==> src/hw/rtl/assert_macros.svh <==
// Assertion macros for the RTL of the escape parser.
// Needs nothing else; included by the top level, which checks its own logic.
`ifndef ASSERT_MACROS_SVH
`define ASSERT_MACROS_SVH

// Implication in the same cycle.
`define ASSERT_IMPL(label, clk, rst_n, ante, cons, msg) \
    label: assert property (@(posedge clk) disable iff (!rst_n) (ante) |-> (cons)) \
        else $error(msg);

// Implication in the next cycle.
`define ASSERT_NEXT(label, clk, rst_n, ante, cons, msg) \
    label: assert property (@(posedge clk) disable iff (!rst_n) (ante) |=> (cons)) \
        else $error(msg);

`endif

==> src/hw/rtl/aecc_pkg.sv <==
// Package of the escape parser: result kinds, parser modes, constants and
// the colour map. Depends on nothing.
`default_nettype none

package aecc_pkg;

    localparam int MAX_PARAMS_DEF = 16;

    typedef enum logic [3:0] {
        K_PRINT    = 4'd0,
        K_ERASE    = 4'd1,
        K_UP       = 4'd2,
        K_DOWN     = 4'd3,
        K_CLEAR    = 4'd4,
        K_POSITION = 4'd5,
        K_HIDE     = 4'd6,
        K_SHOW     = 4'd7,
        K_ATTR     = 4'd8
    } kind_t;

    typedef enum logic [2:0] {
        M_TEXT      = 3'd0,
        M_ESC       = 3'd1,
        M_CSI_START = 3'd2,
        M_CSI       = 3'd3,
        M_OSC       = 3'd4,
        M_OSC_ESC   = 3'd5
    } mode_t;

    localparam logic [15:0] U_ESC   = 16'h001B;
    localparam logic [15:0] U_BEL   = 16'h0007;
    localparam logic [15:0] U_ST    = 16'h009C;
    localparam logic [15:0] U_LBRK  = 16'h005B;
    localparam logic [15:0] U_RBRK  = 16'h005D;
    localparam logic [15:0] U_QUEST = 16'h003F;
    localparam logic [15:0] U_SEMI  = 16'h003B;
    localparam logic [15:0] U_BSL   = 16'h005C;
    localparam logic [15:0] U_ZERO  = 16'h0030;
    localparam logic [15:0] U_NINE  = 16'h0039;
    localparam logic [15:0] F_K     = 16'h004B;
    localparam logic [15:0] F_A     = 16'h0041;
    localparam logic [15:0] F_B     = 16'h0042;
    localparam logic [15:0] F_J     = 16'h004A;
    localparam logic [15:0] F_F     = 16'h0066;
    localparam logic [15:0] F_L     = 16'h006C;
    localparam logic [15:0] F_H     = 16'h0068;
    localparam logic [15:0] F_M     = 16'h006D;
    localparam logic [15:0] P_CURSOR = 16'd25;

    localparam logic [15:0] A_FG_ALL  = 16'h0007;
    localparam logic [15:0] A_BG_ALL  = 16'h0070;
    localparam logic [15:0] A_FG_INT  = 16'h0008;
    localparam logic [15:0] A_REVERSE = 16'h4000;
    localparam logic [15:0] A_UNDER   = 16'h8000;

    // ANSI colour order to console colour bits (red and blue swap).
    function automatic logic [2:0] colour_map(input logic [2:0] c);
        logic [2:0] r;
        r = {c[0], c[1], c[2]};
        return r;
    endfunction

endpackage

`default_nettype wire

==> src/hw/rtl/ansi_escape_to_console_commands.sv <==
// Top level of the ANSI escape parser: sequencer, parameter RAM and SGR unit.
// Depends on aecc_pkg, aecc_ram, aecc_sgr_step and assert_macros.svh.
//
// One UTF-16 code unit enters per input transaction (in_valid/in_ready);
// console commands leave as output transactions (out_valid/out_ready), none,
// one or two per input, with last set on the final one of the input.
// in_ready is high only while the sequencer is idle and no result waits.
// Text, digits, separators and OSC units are decoded in S_IDLE: a
// printed unit appears on the output in the cycle after acceptance. A CSI
// final character other than 'm' passes through S_RD0, S_RD1 and S_DEC to
// fetch its two leading parameters from the parameter RAM and decode them.
// An 'm' final walks the stored parameters through the SGR unit, each one
// through S_SGR_RD and S_SGR_AP and each 38 or 48 selector also through
// S_SGR_SL; the RAM has a single registered read port.
// A lone escape followed by text yields two results, delivered on two
// successive output transactions.
// When the receiver stalls, the result register holds and no new input
// transaction is taken until the last result of the item has been taken.
// Reset clears the parser to text mode, the attribute to 0x0007, the
// default attribute to 7 and passthrough to off. The parameter RAM is not
// cleared; entries are only used after being written. The user must write
// configuration through cfg_we/cfg_index/cfg_data only while idle; unchecked.
`default_nettype none

module ansi_escape_to_console_commands
    import aecc_pkg::*;
#(
    parameter int MAX_PARAMS = MAX_PARAMS_DEF
) (
    input  wire logic        clk,
    input  wire logic        rst_n,
    input  wire logic        cfg_we,
    input  wire logic        cfg_index,
    input  wire logic [15:0] cfg_data,
    input  wire logic        in_valid,
    output logic             in_ready,
    input  wire logic [15:0] code_unit,
    output logic             out_valid,
    input  wire logic        out_ready,
    output logic [3:0]       result_kind,
    output logic [15:0]      char_out,
    output logic [15:0]      value_a,
    output logic [15:0]      value_b,
    output logic             last
);

    `include "assert_macros.svh"

    localparam int CW = $clog2(MAX_PARAMS + 1);
    localparam int AW = $clog2(MAX_PARAMS);
    localparam int NW = $clog2(2 * MAX_PARAMS + 6);
    localparam logic [CW-1:0] MAXC = CW'(MAX_PARAMS);

    typedef enum logic [7:0] {
        S_IDLE   = 8'b0000_0001,
        S_RD0    = 8'b0000_0010,
        S_RD1    = 8'b0000_0100,
        S_DEC    = 8'b0000_1000,
        S_SGR_RD = 8'b0001_0000,
        S_SGR_AP = 8'b0010_0000,
        S_SGR_SL = 8'b0100_0000,
        S_OUT    = 8'b1000_0000
    } state_t;

    state_t      state_reg, state_next;
    mode_t       mode_reg, mode_next;
    logic        pass_reg, pass_next;
    logic [15:0] dattr_reg, dattr_next;
    logic [15:0] tattr_reg, tattr_next;
    logic        priv_reg, priv_next;
    logic [CW-1:0] count_reg, count_next;
    logic [15:0] accum_reg, accum_next;
    logic        digits_reg, digits_next;
    logic [15:0] final_reg, final_next;
    logic [15:0] p0_reg, p0_next;
    logic [15:0] wattr_reg, wattr_next;
    logic [NW-1:0] n_reg, n_next;
    logic        pend_reg, pend_next;
    logic [15:0] pchar_reg, pchar_next;

    logic        ov_reg, ov_next;
    logic [3:0]  kind_reg, kind_next;
    logic [15:0] ch_reg, ch_next;
    logic [15:0] a_reg, a_next;
    logic [15:0] b_reg, b_next;
    logic        last_reg, last_next;

    logic          we;
    logic [AW-1:0] waddr, raddr;
    logic [15:0]   rdata;
    logic [15:0]   sgr_p, sgr_attr;
    logic          sgr_ext;
    logic [19:0]   acc_wide;
    logic [15:0]   p0e;
    logic [NW-1:0] cnt_eff, n_inc;

    aecc_ram #(.WIDTH(16), .DEPTH(MAX_PARAMS)) u_params (
        .clk   (clk),
        .we    (we),
        .waddr (waddr),
        .wdata (accum_reg),
        .raddr (raddr),
        .rdata (rdata)
    );

    aecc_sgr_step u_sgr (
        .attr         (wattr_reg),
        .p            (sgr_p),
        .default_attr (dattr_reg),
        .attr_new     (sgr_attr),
        .is_ext       (sgr_ext)
    );

    assign in_ready    = (state_reg == S_IDLE);
    assign out_valid   = ov_reg;
    assign result_kind = kind_reg;
    assign char_out    = ch_reg;
    assign value_a     = a_reg;
    assign value_b     = b_reg;
    assign last        = last_reg;

    assign waddr    = count_reg[AW-1:0];
    assign sgr_p    = (count_reg == '0) ? 16'd0 : rdata;
    assign cnt_eff  = (count_reg == '0) ? NW'(1) : NW'(count_reg);
    assign n_inc    = n_reg + NW'(1);
    assign p0e      = (count_reg == '0) ? 16'd0 : p0_reg;
    assign acc_wide = {1'b0, accum_reg, 3'd0} + {3'd0, accum_reg, 1'b0}
                    + {16'd0, code_unit[3:0]};

    always_comb
    begin
        state_next  = state_reg;
        mode_next   = mode_reg;
        pass_next   = pass_reg;
        dattr_next  = dattr_reg;
        tattr_next  = tattr_reg;
        priv_next   = priv_reg;
        count_next  = count_reg;
        accum_next  = accum_reg;
        digits_next = digits_reg;
        final_next  = final_reg;
        p0_next     = p0_reg;
        wattr_next  = wattr_reg;
        n_next      = n_reg;
        pend_next   = pend_reg;
        pchar_next  = pchar_reg;
        ov_next     = ov_reg;
        kind_next   = kind_reg;
        ch_next     = ch_reg;
        a_next      = a_reg;
        b_next      = b_reg;
        last_next   = last_reg;
        we          = 1'b0;
        raddr       = n_reg[AW-1:0];

        if (cfg_we)
        begin
            if (cfg_index == 1'b0)
            begin
                pass_next = cfg_data[0];
            end
            else
            begin
                dattr_next = cfg_data;
            end
        end

        case (state_reg)
            S_IDLE:
            begin
                if (in_valid)
                begin
                    // Default: a single printed unit.
                    kind_next = K_PRINT;
                    ch_next   = code_unit;
                    a_next    = '0;
                    b_next    = '0;
                    last_next = 1'b1;
                    if (pass_reg)
                    begin
                        ov_next    = 1'b1;
                        state_next = S_OUT;
                    end
                    else
                    begin
                        case (mode_reg)
                            M_ESC:
                            begin
                                if (code_unit == U_LBRK)
                                begin
                                    priv_next   = 1'b0;
                                    count_next  = '0;
                                    accum_next  = '0;
                                    digits_next = 1'b0;
                                    mode_next   = M_CSI_START;
                                end
                                else if (code_unit == U_RBRK)
                                begin
                                    mode_next = M_OSC;
                                end
                                else
                                begin
                                    // The escape is printed literally first.
                                    ch_next    = U_ESC;
                                    ov_next    = 1'b1;
                                    state_next = S_OUT;
                                    if (code_unit == U_ESC)
                                    begin
                                        mode_next = M_ESC;
                                    end
                                    else
                                    begin
                                        mode_next  = M_TEXT;
                                        last_next  = 1'b0;
                                        pend_next  = 1'b1;
                                        pchar_next = code_unit;
                                    end
                                end
                            end
                            M_CSI_START, M_CSI:
                            begin
                                mode_next = M_CSI;
                                if (mode_reg == M_CSI_START && code_unit == U_QUEST)
                                begin
                                    priv_next = 1'b1;
                                end
                                else if (count_reg < MAXC && code_unit >= U_ZERO
                                         && code_unit <= U_NINE)
                                begin
                                    accum_next  = (acc_wide > 20'hFFFF) ? 16'hFFFF
                                                                        : acc_wide[15:0];
                                    digits_next = 1'b1;
                                end
                                else if (count_reg < MAXC && code_unit == U_SEMI
                                         && digits_reg)
                                begin
                                    we          = 1'b1;
                                    count_next  = count_reg + CW'(1);
                                    accum_next  = '0;
                                    digits_next = 1'b0;
                                end
                                else
                                begin
                                    if (count_reg < MAXC && digits_reg)
                                    begin
                                        we         = 1'b1;
                                        count_next = count_reg + CW'(1);
                                    end
                                    accum_next  = '0;
                                    digits_next = 1'b0;
                                    final_next  = code_unit;
                                    mode_next   = M_TEXT;
                                    n_next      = '0;
                                    wattr_next  = tattr_reg;
                                    state_next  = (code_unit == F_M) ? S_SGR_RD : S_RD0;
                                end
                            end
                            M_OSC:
                            begin
                                if (code_unit == U_BEL || code_unit == U_ST)
                                begin
                                    mode_next = M_TEXT;
                                end
                                else if (code_unit == U_ESC)
                                begin
                                    mode_next = M_OSC_ESC;
                                end
                            end
                            M_OSC_ESC:
                            begin
                                if (code_unit == U_BSL || code_unit == U_BEL
                                    || code_unit == U_ST)
                                begin
                                    mode_next = M_TEXT;
                                end
                                else if (code_unit != U_ESC)
                                begin
                                    mode_next = M_OSC;
                                end
                            end
                            default:
                            begin
                                mode_next = M_TEXT;
                                if (code_unit == U_ESC)
                                begin
                                    mode_next = M_ESC;
                                end
                                else
                                begin
                                    ov_next    = 1'b1;
                                    state_next = S_OUT;
                                end
                            end
                        endcase
                    end
                end
            end
            S_RD0:
            begin
                raddr      = '0;
                state_next = S_RD1;
            end
            S_RD1:
            begin
                raddr      = AW'(1);
                p0_next    = rdata;
                state_next = S_DEC;
            end
            S_DEC:
            begin
                kind_next = K_PRINT;
                ch_next   = '0;
                a_next    = '0;
                b_next    = '0;
                last_next = 1'b1;
                case (final_reg)
                    F_K:
                    begin
                        ov_next   = 1'b1;
                        kind_next = K_ERASE;
                        a_next    = (p0e == 16'd1 || p0e == 16'd2) ? p0e : 16'd0;
                    end
                    F_A, F_B:
                    begin
                        ov_next   = 1'b1;
                        kind_next = (final_reg == F_A) ? K_UP : K_DOWN;
                        a_next    = (count_reg == '0) ? 16'd1 : p0_reg;
                    end
                    F_J:
                    begin
                        ov_next   = (count_reg != '0) && (p0_reg == 16'd2);
                        kind_next = K_CLEAR;
                    end
                    F_F:
                    begin
                        ov_next   = (count_reg == CW'(2));
                        kind_next = K_POSITION;
                        a_next    = p0_reg;
                        b_next    = rdata;
                    end
                    F_L, F_H:
                    begin
                        ov_next   = priv_reg && (count_reg != '0) && (p0_reg == P_CURSOR);
                        kind_next = (final_reg == F_L) ? K_HIDE : K_SHOW;
                    end
                    default:
                    begin
                        ov_next = 1'b0;
                    end
                endcase
                priv_next  = 1'b0;
                count_next = '0;
                state_next = ov_next ? S_OUT : S_IDLE;
            end
            S_SGR_RD:
            begin
                state_next = S_SGR_AP;
            end
            S_SGR_AP:
            begin
                wattr_next = sgr_attr;
                raddr      = n_inc[AW-1:0];
                if (sgr_ext && n_inc < cnt_eff)
                begin
                    state_next = S_SGR_SL;
                end
                else
                begin
                    n_next = n_inc;
                    if (n_inc < cnt_eff)
                    begin
                        state_next = S_SGR_RD;
                    end
                    else
                    begin
                        // Walk done: report only a changed attribute.
                        priv_next  = 1'b0;
                        count_next = '0;
                        kind_next  = K_ATTR;
                        ch_next    = '0;
                        a_next     = sgr_attr;
                        b_next     = '0;
                        last_next  = 1'b1;
                        tattr_next = sgr_attr;
                        ov_next    = (sgr_attr != tattr_reg);
                        state_next = ov_next ? S_OUT : S_IDLE;
                    end
                end
            end
            S_SGR_SL:
            begin
                // Skip the selector and the extended colour's arguments.
                if (rdata == 16'd5)
                begin
                    n_next = n_reg + NW'(3);
                end
                else if (rdata == 16'd2)
                begin
                    n_next = n_reg + NW'(5);
                end
                else
                begin
                    n_next = n_reg + cnt_eff + NW'(1);
                end
                raddr = n_next[AW-1:0];
                if (n_next < cnt_eff)
                begin
                    state_next = S_SGR_RD;
                end
                else
                begin
                    priv_next  = 1'b0;
                    count_next = '0;
                    kind_next  = K_ATTR;
                    ch_next    = '0;
                    a_next     = wattr_reg;
                    b_next     = '0;
                    last_next  = 1'b1;
                    tattr_next = wattr_reg;
                    ov_next    = (wattr_reg != tattr_reg);
                    state_next = ov_next ? S_OUT : S_IDLE;
                end
            end
            S_OUT:
            begin
                if (out_ready)
                begin
                    if (pend_reg)
                    begin
                        pend_next = 1'b0;
                        kind_next = K_PRINT;
                        ch_next   = pchar_reg;
                        a_next    = '0;
                        b_next    = '0;
                        last_next = 1'b1;
                    end
                    else
                    begin
                        ov_next    = 1'b0;
                        state_next = S_IDLE;
                    end
                end
            end
            default:
            begin
                state_next = S_IDLE;
            end
        endcase
    end

    always_ff @(posedge clk or negedge rst_n)
    begin
        if (!rst_n)
        begin
            state_reg  <= S_IDLE;
            mode_reg   <= M_TEXT;
            pass_reg   <= 1'b0;
            dattr_reg  <= 16'h0007;
            tattr_reg  <= 16'h0007;
            priv_reg   <= 1'b0;
            count_reg  <= '0;
            accum_reg  <= '0;
            digits_reg <= 1'b0;
            n_reg      <= '0;
            pend_reg   <= 1'b0;
            ov_reg     <= 1'b0;
        end
        else
        begin
            state_reg  <= state_next;
            mode_reg   <= mode_next;
            pass_reg   <= pass_next;
            dattr_reg  <= dattr_next;
            tattr_reg  <= tattr_next;
            priv_reg   <= priv_next;
            count_reg  <= count_next;
            accum_reg  <= accum_next;
            digits_reg <= digits_next;
            n_reg      <= n_next;
            pend_reg   <= pend_next;
            ov_reg     <= ov_next;
        end
    end

    always_ff @(posedge clk)
    begin
        final_reg <= final_next;
        p0_reg    <= p0_next;
        wattr_reg <= wattr_next;
        pchar_reg <= pchar_next;
        kind_reg  <= kind_next;
        ch_reg    <= ch_next;
        a_reg     <= a_next;
        b_reg     <= b_next;
        last_reg  <= last_next;
    end

    `ASSERT_IMPL(a_out_only_in_out, clk, rst_n, ov_reg, state_reg == S_OUT,
                 "result shown outside the output state")
    `ASSERT_IMPL(a_pend_has_out, clk, rst_n, pend_reg, ov_reg && !last_reg,
                 "pending print without a first result")
    `ASSERT_IMPL(a_count_bound, clk, rst_n, 1'b1, count_reg <= MAXC,
                 "parameter count beyond its limit")
    `ASSERT_NEXT(a_second_follows, clk, rst_n, ov_reg && out_ready && !last_reg,
                 ov_reg && last_reg, "second result of an item lost")

endmodule

`default_nettype wire

==> src/hw/rtl/aecc_ram.sv <==
// Generic single-port-write, single-port-read RAM with registered read data.
// Depends on nothing.
`default_nettype none

module aecc_ram #(
    parameter int WIDTH = 16,
    parameter int DEPTH = 16
) (
    input  wire logic                     clk,
    input  wire logic                     we,
    input  wire logic [$clog2(DEPTH)-1:0] waddr,
    input  wire logic [WIDTH-1:0]         wdata,
    input  wire logic [$clog2(DEPTH)-1:0] raddr,
    output logic      [WIDTH-1:0]         rdata
);

    logic [WIDTH-1:0] mem [DEPTH];

    always_ff @(posedge clk)
    begin
        if (we)
        begin
            mem[waddr] <= wdata;
        end
        rdata <= mem[raddr];
    end

endmodule

`default_nettype wire

==> src/hw/rtl/aecc_sgr_step.sv <==
// Applies one SGR parameter to a text attribute word.
// Depends on aecc_pkg.
`default_nettype none

module aecc_sgr_step
    import aecc_pkg::*;
(
    input  wire logic [15:0] attr,
    input  wire logic [15:0] p,
    input  wire logic [15:0] default_attr,
    output logic      [15:0] attr_new,
    output logic             is_ext
);

    logic [15:0] off;
    logic [15:0] off_bg;

    always_comb
    begin
        off      = p - 16'd30;
        off_bg   = p - 16'd40;
        attr_new = attr;
        is_ext   = (p == 16'd38) || (p == 16'd48);
        if (p == 16'd0)
        begin
            attr_new = default_attr;
        end
        else if (p == 16'd1)
        begin
            attr_new = attr | A_FG_INT;
        end
        else if (p == 16'd22)
        begin
            attr_new = attr & ~A_FG_INT;
        end
        else if (p == 16'd4)
        begin
            attr_new = attr | A_UNDER;
        end
        else if (p == 16'd24)
        begin
            attr_new = attr & ~A_UNDER;
        end
        else if (p == 16'd7)
        begin
            attr_new = attr | A_REVERSE;
        end
        else if (p == 16'd27)
        begin
            attr_new = attr & ~A_REVERSE;
        end
        else if (p >= 16'd30 && p <= 16'd37)
        begin
            attr_new = (attr & ~A_FG_ALL) | {13'd0, colour_map(off[2:0])};
        end
        else if (p == 16'd39)
        begin
            attr_new = (attr & ~A_FG_ALL) | (default_attr & A_FG_ALL);
        end
        else if (p >= 16'd40 && p <= 16'd47)
        begin
            attr_new = (attr & ~A_BG_ALL) | {9'd0, colour_map(off_bg[2:0]), 4'd0};
        end
        else if (p == 16'd49)
        begin
            attr_new = (attr & ~A_BG_ALL) | (default_attr & A_BG_ALL);
        end
    end

endmodule

`default_nettype wire

==> config.mk <==
export PLATFORM = sky130hd
export DESIGN_NAME = ansi_escape_to_console_commands
export DESIGN_NICKNAME = d
export VERILOG_FILES = /design/src/hw/rtl/aecc_pkg.sv /design/src/hw/rtl/ansi_escape_to_console_commands.sv /design/src/hw/rtl/aecc_ram.sv /design/src/hw/rtl/aecc_sgr_step.sv
export VERILOG_INCLUDE_DIRS = /design/src /design/src/hw/rtl
export SDC_FILE = /design/constraint.sdc
export NUM_CORES = 1
export LEC_CHECK = 0
export BUFFER_PORTS_ARGS = -buffer_cell sky130_fd_sc_hd__buf_4
export CAP_MARGIN = 10
export CORE_UTILIZATION = 30
export DETAILED_ROUTE_END_ITERATION = 16
export GPL_TIMING_DRIVEN = 1
export PLACE_DENSITY = 0.53
export SYNTH_ARGS = -nofsm -noshare
export SYNTH_HDL_FRONTEND = slang
export SYNTH_SLANG_ARGS = --single-unit
==> constraint.sdc <==
create_clock -name clk -period 9.3 [get_ports clk]
set_clock_uncertainty 0.2 [all_clocks]
set_input_delay 2.79 -clock clk [delete_from_list [all_inputs] [get_ports clk]]
set_output_delay 2.79 -clock clk [all_outputs]
set_load 0.01 [all_outputs]
# ---- Word level (Yosys, flattened, before mapping)
# Memories as Yosys holds them, arrays and structs flattened. A register that Yosys moved wholly into a read port is not among the register bits.
# Cells that the tools add are included.
dict set report word_totals {
  inputBits 38
  mem_count 1
  ram_bits 256
  register_bits 192
}
dict set report classes {
  n_eq_ne 84
  reduce_logical 48
  bitwise_logic 12
  order_cmp 10
  n_addsub 10
  muxes 169
}
# name depth word_bits read_ports rd_clocked_by_memory_dff write_ports line_no
set mem_list {}
lappend mem_list {u_params.mem 16 16 1 1 1 aecc_ram.sv:17} ;# logic [WIDTH-1:0] mem [DEPTH];
# cell count
set op_table {}
lappend op_table {{16-bit two-way mux} 42}
lappend op_table {{16-bit one-hot mux with 5 select lines} 3}
lappend op_table {{16-bit by 7-bit == test with 1-bit output, second input constant} 11}
lappend op_table {{8-bit two-way mux} 16}
lappend op_table {{16-bit by 6-bit == test with 1-bit output, second input constant} 6}
lappend op_table {{16-bit one-hot mux with 2 select lines} 3}
lappend op_table {{16-bit by 5-bit == test with 1-bit output, second input constant} 5}
lappend op_table {{16-bit by 3-bit == test with 1-bit output, second input constant} 4}
lappend op_table {{8-bit one-hot mux with 8 select lines} 1}
lappend op_table {{5-bit two-way mux} 12}
lappend op_table {{6-bit two-way mux} 10}
lappend op_table {{1-bit two-way mux} 50}
lappend op_table {{16-bit by 2-bit == test with 1-bit output, second input constant} 3}
lappend op_table {{16-bit by 6-bit <= comparator with 1-bit output, second input constant} 3}
lappend op_table {{16-bit one-hot mux with 3 select lines} 1}
lappend op_table {{16-bit by 1-bit == test with 1-bit output, second input constant} 2}
lappend op_table {{16-bit by 6-bit >= comparator with 1-bit output, second input constant} 2}
lappend op_table {{16-bit inequality test} 2}
lappend op_table {{2-bit inequality test, second input constant} 16}
lappend op_table {{16-bit by 3-bit OR with 16-bit output} 2}
lappend op_table {{16-bit by 7-bit OR with 16-bit output} 2}
lappend op_table {{7-bit AND reduction} 4}
lappend op_table {{4-bit two-way mux} 6}
lappend op_table {{4-bit inequality test, second input constant} 6}
lappend op_table {{other kinds (66)} 121}

# ---- Longest topological paths before layout
dict set report depth {
  depth_word 19
  ltp_mapped 23
  depth_no_buf 21
}

# ---- Cells and area by module
# Synthesis repeated with hierarchy kept, for this count alone.
dict set report hier_totals {
  hier_cells 1539
  hier_area_um2 21441.8
}
# mod seq_area_each_um2 cells_each area_per_inst_um2 instances
set modules_own_cells {}
lappend modules_own_cells {ansi_escape_to_console_commands 5398.9 999 10712.8 1}
lappend modules_own_cells {aecc_ram 8007.7 432 10042.1 1}
lappend modules_own_cells {aecc_sgr_step 0.0 108 686.9 1}

# ---- Worst setup path after synthesis
# Ideal clock, no wire load.
dict set report synth_timing {
  kind {reg-to-reg}
  start {reg count_reg[0]}
  end {reg ch_reg[0] (netlist: char_out[0]), enable pin}
  t_arrival_ns 7.036
  t_required_ns 8.571
  synth_period_minus_slack_ns 7.766
  stages_incl_launch_ff 22
  n_path_buf 1
  slack_ns 1.534
  path_cell_list {dfrtp_1 > inv_1 > ha_1 > or4b_1 > buf_2 > nand2_1 > inv_1 > ha_1 > fa_1 > xor2_1 > mux2i_1 > o21ai_0 > inv_1 > ha_1 > a21o_1 > a21oi_1 > nand2_1 > nand2_1 > a31oi_1 > or2_2 > o31ai_1 > nor3_1}
}
dict set report synth_between {
  elab_chain_len 10
  elab_cells_between_ends 18
  classes_between {2 x add/sub; 2 x order compare; 5 x eq/ne; 5 x mux; 4 x reduce/logical}
}
# element line_no
set synth_lines {}
lappend synth_lines {{start, declared} ansi_escape_to_console_commands.sv:71} ;# logic [CW-1:0] count_reg, count_next;
lappend synth_lines {{start signal, assigned} ansi_escape_to_console_commands.sv:476} ;# count_reg <= count_next;
lappend synth_lines {{5-bit logical NOT} {ansi_escape_to_console_commands.sv:123, ansi_escape_to_console_commands.sv:124}}
lappend synth_lines {{5-bit two-way mux} ansi_escape_to_console_commands.sv:124} ;# assign cnt_eff = (count_reg == '0) ? NW'(1) : NW'(count_reg);
lappend synth_lines {{6-bit by 5-bit adder with 6-bit output} ansi_escape_to_console_commands.sv:403} ;# n_next = n_reg + cnt_eff + NW'(1);
lappend synth_lines {{6-bit by 1-bit adder with 6-bit output} ansi_escape_to_console_commands.sv:403}
lappend synth_lines {{6-bit two-way mux} ansi_escape_to_console_commands.sv:397} ;# else if (rdata == 16'd2)
lappend synth_lines {{6-bit two-way mux} ansi_escape_to_console_commands.sv:393} ;# if (rdata == 16'd5)
lappend synth_lines {{6-bit two-way mux} ansi_escape_to_console_commands.sv:168} ;# case (state_reg)
lappend synth_lines {{6-bit by 5-bit < comparator with 1-bit output} ansi_escape_to_console_commands.sv:406} ;# if (n_next < cnt_eff)
lappend synth_lines {{2-bit inequality test (no line)} n/a}
lappend synth_lines {{7-bit AND reduction (no line) *} n/a}
lappend synth_lines {{end signal, assigned} ansi_escape_to_console_commands.sv:492} ;# ch_reg <= ch_next;
lappend synth_lines {{end, declared} ansi_escape_to_console_commands.sv:83} ;# logic [15:0] ch_reg, ch_next;
# Every way passes the cells marked *; elsewhere a longest branch is shown, timed or not. The select of a mux whose other input is x is not followed.
# A chain may end at the register's enable or synchronous reset.

# ---- Worst setup path in the final report
dict set report layout_timing {
  start {in code_unit[3]}
  end {reg accum_reg[13]}
}
dict set report layout_between {
  elab_chain_len 6
  elab_cells_between_ends 16
  classes_between {1 x add/sub; 3 x order compare; 4 x eq/ne; 4 x mux; 4 x reduce/logical}
}
# element line_no
set layout_lines {}
lappend layout_lines {{start, declared} ansi_escape_to_console_commands.sv:37} ;# input wire logic [15:0] code_unit,
lappend layout_lines {{20-bit by 4-bit adder with 20-bit output or 16-bit by 6-bit >= comparator with 1-bit output (tied branches)} {ansi_escape_to_console_commands.sv:128, ansi_escape_to_console_commands.sv:227}}
lappend layout_lines {{20-bit by 16-bit greater-than comparator with 1-bit output or 1-bit logical AND (tied branches)} {ansi_escape_to_console_commands.sv:230, ansi_escape_to_console_commands.sv:227}}
lappend layout_lines {{16-bit two-way mux or 1-bit logical AND (tied branches)} {ansi_escape_to_console_commands.sv:230, ansi_escape_to_console_commands.sv:228}}
lappend layout_lines {{16-bit two-way mux} ansi_escape_to_console_commands.sv:227} ;# else if (count_reg < MAXC && code_unit >= U_ZERO
lappend layout_lines {{16-bit two-way mux} ansi_escape_to_console_commands.sv:223} ;# if (mode_reg == M_CSI_START && code_unit == U_QUEST)
lappend layout_lines {{16-bit one-hot mux with 2 select lines} ansi_escape_to_console_commands.sv:186} ;# case (mode_reg)
lappend layout_lines {{end signal, assigned} ansi_escape_to_console_commands.sv:477} ;# accum_reg <= accum_next;
lappend layout_lines {{end, declared} ansi_escape_to_console_commands.sv:72} ;# logic [15:0] accum_reg, accum_next;
# Parallel ways exist; a longest one is shown, timed or not. The select of a mux whose other input is x is not followed.

==> qor.txt <==
=====================================================================================
Max Transition Viols Final                                                          0
Std cell rows                                                                      98
Start-to-end type of the worst setup path                                primary input to flip-flop
Footprint of the multi-input gates                                         7960 sq um
Outcome                                                                     completed
Most frequent cells in the layout                                        373 x sky130_fd_sc_hd__edfxtp_1, 277 x sky130_fd_sc_hd__nand2_1, 154 x sky130_fd_sc_hd__nor2_1
Post-CTS Hold Fix Bufs                                                              0
Detailed-route via count                                                        15076
Buffers inserted by post-CTS timing repair                                          0
Worst min-delay path category                                            flip-flop to flip-flop
Ratio of final minimum period to clock period                                   0.629
Register cell area after layout                                           13400 sq um
Initial DRC Count                                                                1296
Vertical extent of the die                                                     272 um
Ports                                                                              93
Most used cell along the critical path                                   sky130_fd_sc_hd__a21o_1
Fraction of registers with async set or reset after synthesis                   0.162
CTS-repair resized insts                                                            0
Crit path max fanout                                                               16
Post-layout power                                                             5.15 mW
CTS tree                                                                        built
Fin worst setup slack                                                         3.45 ns
Power density of the placed cells                                         203 nW/um^2
Synthesized netlist net count                                                    1952
Most frequent standard cell in the layout excluding fill and tap cells   sky130_fd_sc_hd__edfxtp_1
Sequential area share after synthesis                                           0.615
DRC violations left                                                                 0
Worst voltage drop across the vdd grid                                       0.179 mV
Worst-path cell with the longest stage delay                             sky130_fd_sc_hd__fa_1
Arrival time worst endpoint                                                   6.08 ns
Die extent in x                                                                272 um
Die area                                                                  73800 sq um
Post-synthesis area per instance                                           11.7 sq um
Average via count per standard cell                                              5.12
Post-Route Utilization                                                          0.354
Hold Vio Cnt, Final                                                                 0
Cell type with the largest total area after synthesis                    sky130_fd_sc_hd__edfxtp_1
Number of maximum-capacitance violations                                            0
Deepest level of the CTS H-tree                                                     2
Fmax                                                                          171 MHz
Number of antenna violations at the first check in global routing                   0
WL final                                                                     59200 um
Clk Tree Root Cell                                                       sky130_fd_sc_hd__clkbuf_16
Clk Latency, worst-skew pair                                                  0.61 ns
Number of clock buffers inserted by TritonCTS                                      50
Count of filler cells inserted in the layout                                     7008
Final ANT Viol Nets                                                                 0
Grt total ovfl                                                                      0
Antenna diode count                                                                 0
Wire length of the first global-routing pass                                 90300 um
Most flops, register                                                     u_params.mem
Kind of start point of the critical path                                 primary input
Main area contributors after synthesis                                   sky130_fd_sc_hd__edfxtp_1 51%, sky130_fd_sc_hd__dfrtp_1 7.8%, sky130_fd_sc_hd__nand2_1 4.8%, sky130_fd_sc_hd__ha_1 3.0%, sky130_fd_sc_hd__o21ai_0 2.8%
Starting density of the core                                                    0.304
Slew headroom                                                                   0.215
Final critical-path required period                                           5.85 ns
Count of TritonRoute iterations in the first routing pass                           6
Commonest register cell after synthesis                                  sky130_fd_sc_hd__edfxtp_1
Slew of the pin with the lowest slew margin                                   1.18 ns
Combined area of all synthesized cells                                    21800 sq um
Post-route cell area                                                      25400 sq um
Synthesized instance count                                                       1858
Cell Count, Final, Fillers Out                                                   2942
Endpoint class of the critical path                                         flip-flop
Worst-path clk slew                                                           0.06 ns
Worst setup slack after placement                                             2.90 ns
Number of global-route vias before repair                                       14843
Placeable Area                                                            71700 sq um
GR Util All Layers                                                              0.158
Final setup fails                                                                   0
Placer congestion estimate                                                      0.874
DR WL/cell                                                                    20.1 um
Worst stage delay on the critical path                                        0.50 ns
Largest net degree at the start of global routing                                  76
Critical-path cell list                                                  buf_4 > fa_1 > ha_1 > a21o_1 > a21o_1 > a211oi_1 > o31ai_1 > a41oi_1 > nand4_1 > mux2_2 > nand2_1 > nand3_1
Number of flip-flops in the largest register                                      256
Net count of the finished layout                                                 2044
Final total negative setup slack                                                 0 ns
Yosys warning total                                                                 0
Placement Cell Area                                                       23700 sq um
Leakage dissipation                                                           9.25 nW
Worst Hold Slack                                                             0.310 ns
Count of flip-flops with a built-in enable after synthesis                        373
Clock sink count                                                                  464
Maximum buffer depth of the clock tree                                              3
Unrepaired setup endpoints after global routing                                    no
Detailed-placement wirelength estimate                                       37700 um
Number of buffers inserted by port buffering                                       92
Unique cell type count in the Yosys netlist                                        83
Number of flip-flops and latches in the synthesized netlist                       464
Area fraction of the dominant cell type after synthesis                         0.513
Placed Cells                                                                     2847
Required @ worst endpoint                                                     9.52 ns
Area Growth Syn to Fin                                                          16.2%
Share of final-layout standard cells stronger than drive strength 1             0.139
=====================================================================================
-- kinds of logic (layout without fill, tap and decap cells) --
kind of cell / after synthesis / after routing / share of synthesized area
AND/OR/NAND/NOR: 680 / 680 / 0.149
XOR/XNOR: 48 / 48 / 0.0193
flip-flops: 464 / 464 / 0.615
multiplexers: 63 / 63 / 0.0303
AO/OA/AOI/OAI: 421 / 421 / 0.131
buffers and inverters: 126 / 260 / 0.0229
adder cells (fa/ha/maj): 56 / 56 / 0.0332
-- layer usage --
| metal | up-vias | track usage | share of wire |
|---|---|---|---|
| li1 | 7138 | - | - |
| met1 | 7489 | 0.203 | 0.43 |
| met2 | 360 | 0.276 | 0.50 |
| met3 | 89 | 0.0226 | 0.040 |
| met4 | 0 | 0.0463 | 0.025 |
| met5 | - | 0 | 0 |
-- report_power, final --
| group | switching (mW) | total [mW] | internal, mW | leakage (nW) |
|---|---|---|---|---|
| Sequential | 0.0709 | 2.45 | 2.38 | 4.03 |
| Clock | 0.863 | 2.05 | 1.18 | 0.812 |
| Combinational | 0.384 | 0.648 | 0.263 | 4.41 |
-- synthesized netlist by cell type (17+ instances only) --
| library cell | count |
|---|---|
| sky130_fd_sc_hd__a22oi_1 | 35 |
| sky130_fd_sc_hd__inv_1 | 33 |
| sky130_fd_sc_hd__and2_1 | 20 |
| sky130_fd_sc_hd__nand3_1 | 35 |
| sky130_fd_sc_hd__a21oi_1 | 51 |
| sky130_fd_sc_hd__a31oi_1 | 41 |
| sky130_fd_sc_hd__o21ai_0 | 121 |
| sky130_fd_sc_hd__nor4_1 | 17 |
| sky130_fd_sc_hd__dfrtp_1 | 68 |
| sky130_fd_sc_hd__ha_1 | 53 |
| sky130_fd_sc_hd__mux2i_1 | 39 |
| sky130_fd_sc_hd__nand2_1 | 277 |
| sky130_fd_sc_hd__nor2b_1 | 50 |
| sky130_fd_sc_hd__nor3_1 | 25 |
| sky130_fd_sc_hd__edfxtp_1 | 373 |
| sky130_fd_sc_hd__nor2_1 | 156 |
| sky130_fd_sc_hd__xor2_1 | 29 |
| sky130_fd_sc_hd__xnor2_1 | 19 |
| sky130_fd_sc_hd__mux2_2 | 24 |
| sky130_fd_sc_hd__clkbuf_1 | 70 |
| sky130_fd_sc_hd__a211oi_1 | 37 |
-- worst paths after layout --
path / endpoint / slack [ns] / depth (start not counted) / startpoint
worst min register to register: dattr_reg[6]$_DFFE_PN0P_ / 0.31 / 1 / dattr_reg[6]$_DFFE_PN0P_
worst max register to register: value_b[15]$_SDFFCE_PN0P_ / 3.69 / 21 / count_reg[0]$_DFFE_PN0P_
worst max-delay path: accum_reg[13]$_DFFE_PN0P_ / 3.45 / 12 / code_unit[3]
worst min-delay path: dattr_reg[6]$_DFFE_PN0P_ / 0.31 / 1 / dattr_reg[6]$_DFFE_PN0P_
max in group asynchronous: accum_reg[13]$_DFFE_PN0P_ / 6.04 / 1 / rst_n
min in group asynchronous: state_reg[5]$_DFFE_PN0P_ / 2.18 / 1 / rst_n
-- critical path: cells and delay by family --
family	cells	cell delay, ns
compound gates	5	1.40
fa+ha+maj	2	0.80
buf+inv	1	0.15
mux	1	0.28
simple gates	3	0.65
-- final cells by class --
type,count,area share
sequential,464,0.529
multi-input combinational,1268,0.314
clock buffer,61,0.0518
tap,950,0.0469
timing repair buffer,132,0.0391
clock inverter,33,0.0147
inverter,34,0.00503
Power figures use the tool's default switching activity.
